### src/hdl/spq_pkg.sv
// Shared types and constants for the sorted-set priority queue.
// Used by spq_ram's users and by the top level; depends on nothing.
package spq_pkg;

   localparam int SPQ_DEPTH = 64;
   localparam int KEY_BITS  = 31;
   localparam int TAG_BITS  = 16;

   typedef enum logic {
      OP_INSERT = 1'b0,
      OP_REMOVE = 1'b1
   } op_type;

   typedef enum logic [2:0] {
      ST_INSERTED  = 3'd0,
      ST_DUPLICATE = 3'd1,
      ST_FULL      = 3'd2,
      ST_REMOVED   = 3'd3,
      ST_EMPTY     = 3'd4
   } status_type;

   typedef struct packed {
      op_type              op;
      logic [KEY_BITS-1:0] key;
      logic [TAG_BITS-1:0] tag;
   } req_type;

   typedef struct packed {
      status_type          status;
      logic [KEY_BITS-1:0] out_key;
      logic [TAG_BITS-1:0] out_tag;
      logic                now_empty;
   } rsp_type;

   // One stored entry as it sits in the entry memory.
   typedef struct packed {
      logic [KEY_BITS-1:0] key;
      logic [TAG_BITS-1:0] tag;
   } entry_type;

endpackage

### src/hdl/sorted_set_priority_queue.sv
// Sorted-set priority queue: sequencer, shared compare/address unit, result register.
// Depends on spq_pkg and spq_ram (entry memory).
//
//   channel | dir | handshake            | payload
//   req     | in  | req_valid/req_ready  | req_data (req_type: op, key, tag)
//   rsp     | out | rsp_valid/rsp_ready  | rsp_data (rsp_type: status, out_key, out_tag, now_empty)
//
// Entries live in a circular buffer in one RAM, smallest key at the head pointer.
// A remove reads and returns the head entry; an empty remove answers without a RAM access.
// An insert binary-searches (one RAM read and compare per probe), then
// moves each entry above the slot up by one (a read, then a write, per entry), then
// writes the new entry. The single RAM port pair makes these steps run one after another.
// Synchronous reset empties the store at once; memory contents are not cleared.
// A finished result waits in the output register while the next request is taken.
module sorted_set_priority_queue import spq_pkg::*; #(
   parameter int DEPTH = SPQ_DEPTH
) (
   input  logic    clock,
   input  logic    reset,
   input  logic    req_valid,
   output logic    req_ready,
   input  req_type req_data,
   output logic    rsp_valid,
   input  logic    rsp_ready,
   output rsp_type rsp_data
);

   localparam int IDX_W = $clog2(DEPTH);
   localparam int CNT_W = $clog2(DEPTH + 1);

   typedef enum logic [2:0] {
      S_IDLE,
      S_SRCH,
      S_CMP,
      S_SHIFT,
      S_MOVE,
      S_REM,
      S_FINISH
   } state_type;

   state_type           state_ff, state_in;
   logic [CNT_W-1:0]    count_ff, count_in;
   logic [IDX_W-1:0]    head_ff, head_in;
   logic [CNT_W-1:0]    lo_ff, lo_in;
   logic [CNT_W-1:0]    hi_ff, hi_in;
   logic [IDX_W-1:0]    mid_ff, mid_in;
   logic [CNT_W-1:0]    idx_ff, idx_in;
   logic [KEY_BITS-1:0] key_ff, key_in;
   logic [TAG_BITS-1:0] tag_ff, tag_in;
   rsp_type             res_ff, res_in;
   rsp_type             rsp_ff, rsp_in;
   logic                rsp_valid_ff, rsp_valid_in;

   logic [CNT_W:0]      mid_sum;
   logic [CNT_W-1:0]    log_idx;
   logic [IDX_W:0]      phys_sum;
   logic [IDX_W-1:0]    phys_addr;
   logic                ram_we;
   logic                ram_re;
   entry_type           ram_wdata;
   entry_type           ram_rdata;

   spq_ram #(
      .WIDTH ($bits(entry_type)),
      .DEPTH (DEPTH)
   ) u_entries (
      .clock   (clock),
      .wr_en   (ram_we),
      .wr_addr (phys_addr),
      .wr_data (ram_wdata),
      .rd_en   (ram_re),
      .rd_addr (phys_addr),
      .rd_data (ram_rdata)
   );

   assign mid_sum = ({1'b0, lo_ff} + {1'b0, hi_ff}) >> 1;

   // Logical position in sorted order that this cycle's RAM access targets.
   always_comb begin
      case (state_ff)
         S_SRCH:  log_idx = mid_sum[CNT_W-1:0];
         S_SHIFT: log_idx = (idx_ff > lo_ff) ? (idx_ff - CNT_W'(1)) : lo_ff;
         S_MOVE:  log_idx = idx_ff;
         default: log_idx = '0;
      endcase
   end

   // Shared address unit: logical position to circular buffer slot.
   assign phys_sum  = {1'b0, head_ff} + (IDX_W+1)'(log_idx[IDX_W-1:0]);
   assign phys_addr = (phys_sum >= (IDX_W+1)'(DEPTH)) ?
                      IDX_W'(phys_sum - (IDX_W+1)'(DEPTH)) : phys_sum[IDX_W-1:0];

   assign req_ready = (state_ff == S_IDLE);
   assign rsp_valid = rsp_valid_ff;
   assign rsp_data  = rsp_ff;

   always_comb begin
      state_in     = state_ff;
      count_in     = count_ff;
      head_in      = head_ff;
      lo_in        = lo_ff;
      hi_in        = hi_ff;
      mid_in       = mid_ff;
      idx_in       = idx_ff;
      key_in       = key_ff;
      tag_in       = tag_ff;
      res_in       = res_ff;
      rsp_in       = rsp_ff;
      rsp_valid_in = rsp_valid_ff;
      ram_we       = 1'b0;
      ram_re       = 1'b0;
      ram_wdata    = '{key: key_ff, tag: tag_ff};

      if (rsp_valid_ff && rsp_ready) begin
         rsp_valid_in = 1'b0;
      end

      case (state_ff)
         S_IDLE: begin
            if (req_valid) begin
               key_in = req_data.key;
               tag_in = req_data.tag;
               if (req_data.op == OP_REMOVE) begin
                  if (count_ff == '0) begin
                     res_in   = '{status: ST_EMPTY, out_key: '0, out_tag: '0,
                                  now_empty: 1'b1};
                     state_in = S_FINISH;
                  end else begin
                     // Head entry is the smallest key.
                     ram_re   = 1'b1;
                     state_in = S_REM;
                  end
               end else begin
                  lo_in    = '0;
                  hi_in    = count_ff;
                  state_in = S_SRCH;
               end
            end
         end
         S_SRCH: begin
            if (lo_ff < hi_ff) begin
               mid_in   = mid_sum[IDX_W-1:0];
               ram_re   = 1'b1;
               state_in = S_CMP;
            end else if (count_ff == CNT_W'(DEPTH)) begin
               res_in   = '{status: ST_FULL, out_key: '0, out_tag: '0,
                            now_empty: 1'b0};
               state_in = S_FINISH;
            end else begin
               idx_in   = count_ff;
               state_in = S_SHIFT;
            end
         end
         S_CMP: begin
            if (ram_rdata.key == key_ff) begin
               res_in   = '{status: ST_DUPLICATE, out_key: '0, out_tag: '0,
                            now_empty: 1'b0};
               state_in = S_FINISH;
            end else begin
               if (ram_rdata.key < key_ff) begin
                  lo_in = CNT_W'(mid_ff) + CNT_W'(1);
               end else begin
                  hi_in = CNT_W'(mid_ff);
               end
               state_in = S_SRCH;
            end
         end
         S_SHIFT: begin
            if (idx_ff > lo_ff) begin
               ram_re   = 1'b1;
               state_in = S_MOVE;
            end else begin
               ram_we   = 1'b1;
               count_in = count_ff + CNT_W'(1);
               res_in   = '{status: ST_INSERTED, out_key: '0, out_tag: '0,
                            now_empty: 1'b0};
               state_in = S_FINISH;
            end
         end
         S_MOVE: begin
            ram_we    = 1'b1;
            ram_wdata = ram_rdata;
            idx_in    = idx_ff - CNT_W'(1);
            state_in  = S_SHIFT;
         end
         S_REM: begin
            res_in   = '{status: ST_REMOVED, out_key: ram_rdata.key,
                         out_tag: ram_rdata.tag, now_empty: (count_ff == CNT_W'(1))};
            count_in = count_ff - CNT_W'(1);
            head_in  = (head_ff == IDX_W'(DEPTH - 1)) ? '0 : head_ff + IDX_W'(1);
            state_in = S_FINISH;
         end
         S_FINISH: begin
            if (!rsp_valid_ff || rsp_ready) begin
               rsp_valid_in = 1'b1;
               rsp_in       = res_ff;
               state_in     = S_IDLE;
            end
         end
         default: begin
            state_in = S_IDLE;
         end
      endcase
   end

   always_ff @(posedge clock) begin
      if (reset) begin
         state_ff     <= S_IDLE;
         count_ff     <= '0;
         head_ff      <= '0;
         rsp_valid_ff <= 1'b0;
      end else begin
         state_ff     <= state_in;
         count_ff     <= count_in;
         head_ff      <= head_in;
         rsp_valid_ff <= rsp_valid_in;
      end
      lo_ff  <= lo_in;
      hi_ff  <= hi_in;
      mid_ff <= mid_in;
      idx_ff <= idx_in;
      key_ff <= key_in;
      tag_ff <= tag_in;
      res_ff <= res_in;
      rsp_ff <= rsp_in;
   end

   a_count_bound: assert property (@(posedge clock) disable iff (reset)
      count_ff <= CNT_W'(DEPTH))
      else $error("entry count exceeds depth");

   a_search_window: assert property (@(posedge clock) disable iff (reset)
      state_ff == S_SRCH |-> lo_ff <= hi_ff && hi_ff <= count_ff)
      else $error("search window inverted");

   a_move_above_slot: assert property (@(posedge clock) disable iff (reset)
      state_ff == S_MOVE |-> idx_ff > lo_ff && idx_ff < CNT_W'(DEPTH))
      else $error("entry move below insertion slot");

   // The next request may already be under way while this result waits.
   a_empty_result: assert property (@(posedge clock) disable iff (reset)
      rsp_valid_ff && rsp_ff.status == ST_EMPTY |-> rsp_ff.now_empty)
      else $error("empty result without empty flag");

   a_remove_done: assert property (@(posedge clock) disable iff (reset)
      state_ff == S_REM |=> count_ff == $past(count_ff) - CNT_W'(1))
      else $error("remove did not decrement count");

endmodule

### src/hdl/spq_ram.sv
// Generic RAM with one write port and one read port, registered read data.
// Standalone; no package dependencies.
module spq_ram #(
   parameter int WIDTH = 8,
   parameter int DEPTH = 64
) (
   input  logic                     clock,
   input  logic                     wr_en,
   input  logic [$clog2(DEPTH)-1:0] wr_addr,
   input  logic [WIDTH-1:0]         wr_data,
   input  logic                     rd_en,
   input  logic [$clog2(DEPTH)-1:0] rd_addr,
   output logic [WIDTH-1:0]         rd_data
);

   logic [WIDTH-1:0] mem_ff [DEPTH];
   logic [WIDTH-1:0] rd_data_ff;

   always_ff @(posedge clock) begin
      if (wr_en) begin
         mem_ff[wr_addr] <= wr_data;
      end
      if (rd_en) begin
         rd_data_ff <= mem_ff[rd_addr];
      end
   end

   assign rd_data = rd_data_ff;

endmodule
### config.mk
export PLATFORM = sky130hd
export DESIGN_NAME = sorted_set_priority_queue
export DESIGN_NICKNAME = d
export VERILOG_FILES = /design/src/hdl/spq_pkg.sv /design/src/hdl/sorted_set_priority_queue.sv /design/src/hdl/spq_ram.sv
export SDC_FILE = /design/constraint.sdc
export NUM_CORES = 2
export LEC_CHECK = 0
export BUFFER_PORTS_ARGS = -buffer_cell sky130_fd_sc_hd__buf_2
export CORE_ASPECT_RATIO = 0.5
export CORE_MARGIN = 1.5
export CORE_UTILIZATION = 55
export DETAILED_ROUTE_END_ITERATION = 16
export PLACE_DENSITY = 0.71
export RECOVER_POWER = 50
export SLEW_MARGIN = 20
export SYNTH_ARGS = -nofsm -noshare
export SYNTH_HDL_FRONTEND = slang
export SYNTH_HIERARCHICAL = 1
export SYNTH_SLANG_ARGS = --single-unit
export TNS_END_PERCENT = 10
### constraint.sdc
create_clock -name clock -period 9.4 [get_ports clock]
set_clock_uncertainty 0.2 [all_clocks]
set_input_delay 1.88 -clock clock [delete_from_list [all_inputs] [get_ports clock]]
set_output_delay 1.88 -clock clock [all_outputs]
set_load 0.01 [all_outputs]
==> flow_metrics.env <==
export IMPL_status="finished, violations left"
export IMPL_violations="capacitance limit, slew limit"
export IMPL_drc=0
export IMPL_fillerInstances=14964
export IMPL_drtPass1Iterations=6
export IMPL_start_util=0.554
export IMPL_crit_top_cell="a21oi_1"
export IMPL_die_x_um=676
export IMPL_core_mm2=0.225
export IMPL_postCtsSetupBuffers=0
export IMPL_cts_buffers=282
export IMPL_netlist_area_mm2=0.125
export IMPL_start_kind="flop"
export IMPL_hold_violations=0
export IMPL_worstSkewPairLatency_ns=0.86
export IMPL_avgSynthCellArea_um2=21.9
export IMPL_wl_per_cell_um=36.8
export IMPL_cts_root_buffer="clkbuf_16"
export IMPL_clock_sinks=3248
export IMPL_fin_crit_sh=0.778
export IMPL_nets=6077
export IMPL_wirelength_um=338000
export IMPL_layout_commonest_cell="edfxtp_1"
export IMPL_yosys_area_top_type="edfxtp_1"
export IMPL_ys_flop_type="edfxtp_1"
export IMPL_grt_pass1_wl_um=474000
export IMPL_crit_buf_inv=2
export IMPL_synth_edf_count=3231
export IMPL_via_per_inst=6.87
export IMPL_syn_inst=5680
export IMPL_crit_family="compound AO/OA/AOI/OAI gates"
export IMPL_crit_path_end_kind="flop"
export IMPL_drv_slew=3215
export IMPL_hold_path_class="flop to flop"
export IMPL_die_height_um=340
export IMPL_ys_seq_area_frac=0.781
export IMPL_cpPeakStageDelay_ns=0.91
export IMPL_crit_required_ns=9.66
export IMPL_tightest_slew_ns=4.14
export IMPL_cts_buffer_depth=4
export IMPL_critical_path_peak_fanout=34
export IMPL_ys_ff_latch=3248
export IMPL_hpwlAfterDp_um=198000
export IMPL_place_gp_congestion=0.874
export IMPL_ff_latch_area_mm2=0.0974
export IMPL_synthArstFlopShare=0
export IMPL_peakVddDrop_mv=0.357
export IMPL_vias=63085
export IMPL_final_setup_viol_count=0
export IMPL_whs_ns=0.220
export IMPL_yosys_top_cells_area="edfxtp_1 (78%), mux4_2 (13%), mux2i_1 (0.90%)"
export IMPL_critPathArrivalTime_ns=7.57
export IMPL_dp_cells=8679
export IMPL_synth_warnings=6
export IMPL_netlist_area_leader_share=0.779
export IMPL_rsz0062_at_grt="false"
export IMPL_tns_ns=0
export IMPL_period_needed_ns=7.31
export IMPL_dieArea_mm2=0.230
export IMPL_design_portCount=105
export IMPL_path_cells="ha_1, a21oi_1, a21oi_2, o41ai_4, a222oi_1, o21ai_0, ha_1, a21o_1, a21oi_1, o21bai_1, a21oi_1, xnor2_1, xnor2_2, buf_4, nand3_1, nor2_4, buf_4"
export IMPL_drt_iter0_drc=11191
export IMPL_synth_cell_types=71
export IMPL_cts_tree="yes"
export IMPL_p_leak_nw=42.2
export IMPL_antenna_found_initial=15
export IMPL_final_cell_mix="edfxtp_1 (3231), mux4_2 (720), clkbuf_16 (294), o22ai_1 (173), clkbuf_1 (166)"
export IMPL_fmax_ghz=0.137
export IMPL_critPathSlowestCell="o41ai_4"
export IMPL_hold_buffers=0
export IMPL_multi_input_area_mm2=0.0262
export IMPL_worst_setup_path_type="flop to flop"
export IMPL_layout_drive_gt1_share=0.242
export IMPL_cts_repair_resized=0
export IMPL_syn_nets=5794
export IMPL_syn_to_final_growth_pct=11.3
export IMPL_io_buffer_count=104
export IMPL_drv_cap=53
export IMPL_grt_pass1_vias=61736
export IMPL_grt_max_degree=128
export IMPL_rows=123
export IMPL_cellPowerDensity_mw_per_mm2=342
export IMPL_cts_htree_levels=5
export IMPL_slew_headroom=-1.76
export IMPL_clkTransAtPathRegs_ns=0.07
export IMPL_ant_nets=0
export IMPL_track_usage=0.295
export IMPL_grt_overflow_total=0
export IMPL_final_cells=9179
## final timing paths
path | endpoint | cells past startpoint | start | slack (ns)
setup reg to reg | u_entries/mem_ff[60][26]$_DFFE_PP_ | 17 | idx_ff[2]$_DFFE_PP_ | 2.09
hold reg to reg | rsp_data[14]$_DFFE_PP_ | 0 | res_ff[14]$_DFFE_PP_ | 0.22
hold / removal | rsp_data[14]$_DFFE_PP_ | 0 | res_ff[14]$_DFFE_PP_ | 0.22
setup / recovery | u_entries/mem_ff[60][26]$_DFFE_PP_ | 17 | idx_ff[2]$_DFFE_PP_ | 2.09
## flip-flops by register name, summed over array words and instances, names as in the netlist
name,count
u_entries/mem_ff,3008
res_ff,51
rsp_data,51
u_entries/rd_data,47
key_ff,31
tag_ff,16
count_ff,7
hi_ff,7
idx_ff,7
lo_ff,7
head_ff,6
mid_ff,6
state_ff,3
rsp_valid,1
## synth_stat cells (5+ instances only)
| master | number |
|---|---|
| buf_2 | 101 |
| a22o_1 | 16 |
| mux2_2 | 46 |
| buf_6 | 28 |
| dfxtp_1 | 17 |
| a21oi_1 | 97 |
| o21ai_1 | 6 |
| nor4_1 | 43 |
| nor2_1 | 142 |
| nor3_1 | 16 |
| a211oi_1 | 11 |
| inv_1 | 57 |
| a21o_1 | 5 |
| o21a_1 | 8 |
| o21ai_0 | 72 |
| xor2_1 | 13 |
| and3_1 | 58 |
| and2_1 | 12 |
| o22ai_1 | 173 |
| mux4_2 | 720 |
| mux2i_1 | 112 |
| or3_1 | 5 |
| nand2b_1 | 19 |
| clkbuf_1 | 127 |
| buf_1 | 20 |
| nand3_1 | 24 |
| nor2b_1 | 24 |
| a221oi_1 | 37 |
| buf_4 | 39 |
| xnor2_1 | 13 |
| edfxtp_1 | 3231 |
| ha_1 | 60 |
| nand4_1 | 13 |
| nand2_1 | 136 |
| a22oi_1 | 27 |
| nand3b_1 | 5 |
| o221ai_1 | 59 |
| o22a_1 | 31 |
## final cells by class
class,count,area share
Clock inverter,141,0.00967
Multi-Input combinational cell,2059,0.189
Sequential cell,3248,0.702
Inverter,57,0.00154
Antenna cell,9,0.000162
Tap cell,3000,0.0271
Timing Repair Buffer,315,0.0165
Clock buffer,350,0.0546
## per-layer routing
layer / track usage / vias to the layer above / wire length (um)
li1: - / 24574 / -
met1: 0.433 / 33193 / 124000
met2: 0.436 / 4661 / 152000
met3: 0.0816 / 643 / 49400
met4: 0.0957 / 14 / 12900
met5: 0 / - / 86
## cell families (layout without fill, tap and decap cells)
| family | count (synthesis) | after routing | synth area share |
|---|---|---|---|
| buffers and inverters | 373 | 863 | 0.0152 |
| XOR/XNOR | 26 | 26 | 0.00183 |
| adder cells (fa/ha/maj) | 62 | 62 | 0.00635 |
| multiplexers | 878 | 878 | 0.143 |
| AO/OA/AOI/OAI | 576 | 576 | 0.0314 |
| other | 0 | 9 | 0 |
| flip-flops | 3248 | 3248 | 0.781 |
| AND/OR/NAND/NOR | 517 | 517 | 0.0207 |
## power breakdown
group	total, mW	switching (mW)	internal (mW)
logic	16.3	10.5	5.75
clock network	11.5	5.11	6.42
registers	19.7	0.524	19.2
total	47.5	16.1	31.3
## per-stage QoR
stage / setup WS, ns / util / instance area [um2] / power, mW
after floorplan: 1.83 / - / 125000 / 29.7
after global placement: 2.19 / 0.579 / 130000 / 35.6
after detailed placement: 2.24 / 0.579 / 130000 / 35.9
after CTS: 2.16 / 0.618 / 139000 / 47.2
after global routing: 1.78 / 0.616 / 139000 / 48.7
final: 2.09 / 0.616 / 139000 / 47.5
Note: power is estimated with default switching activity, not from simulation.
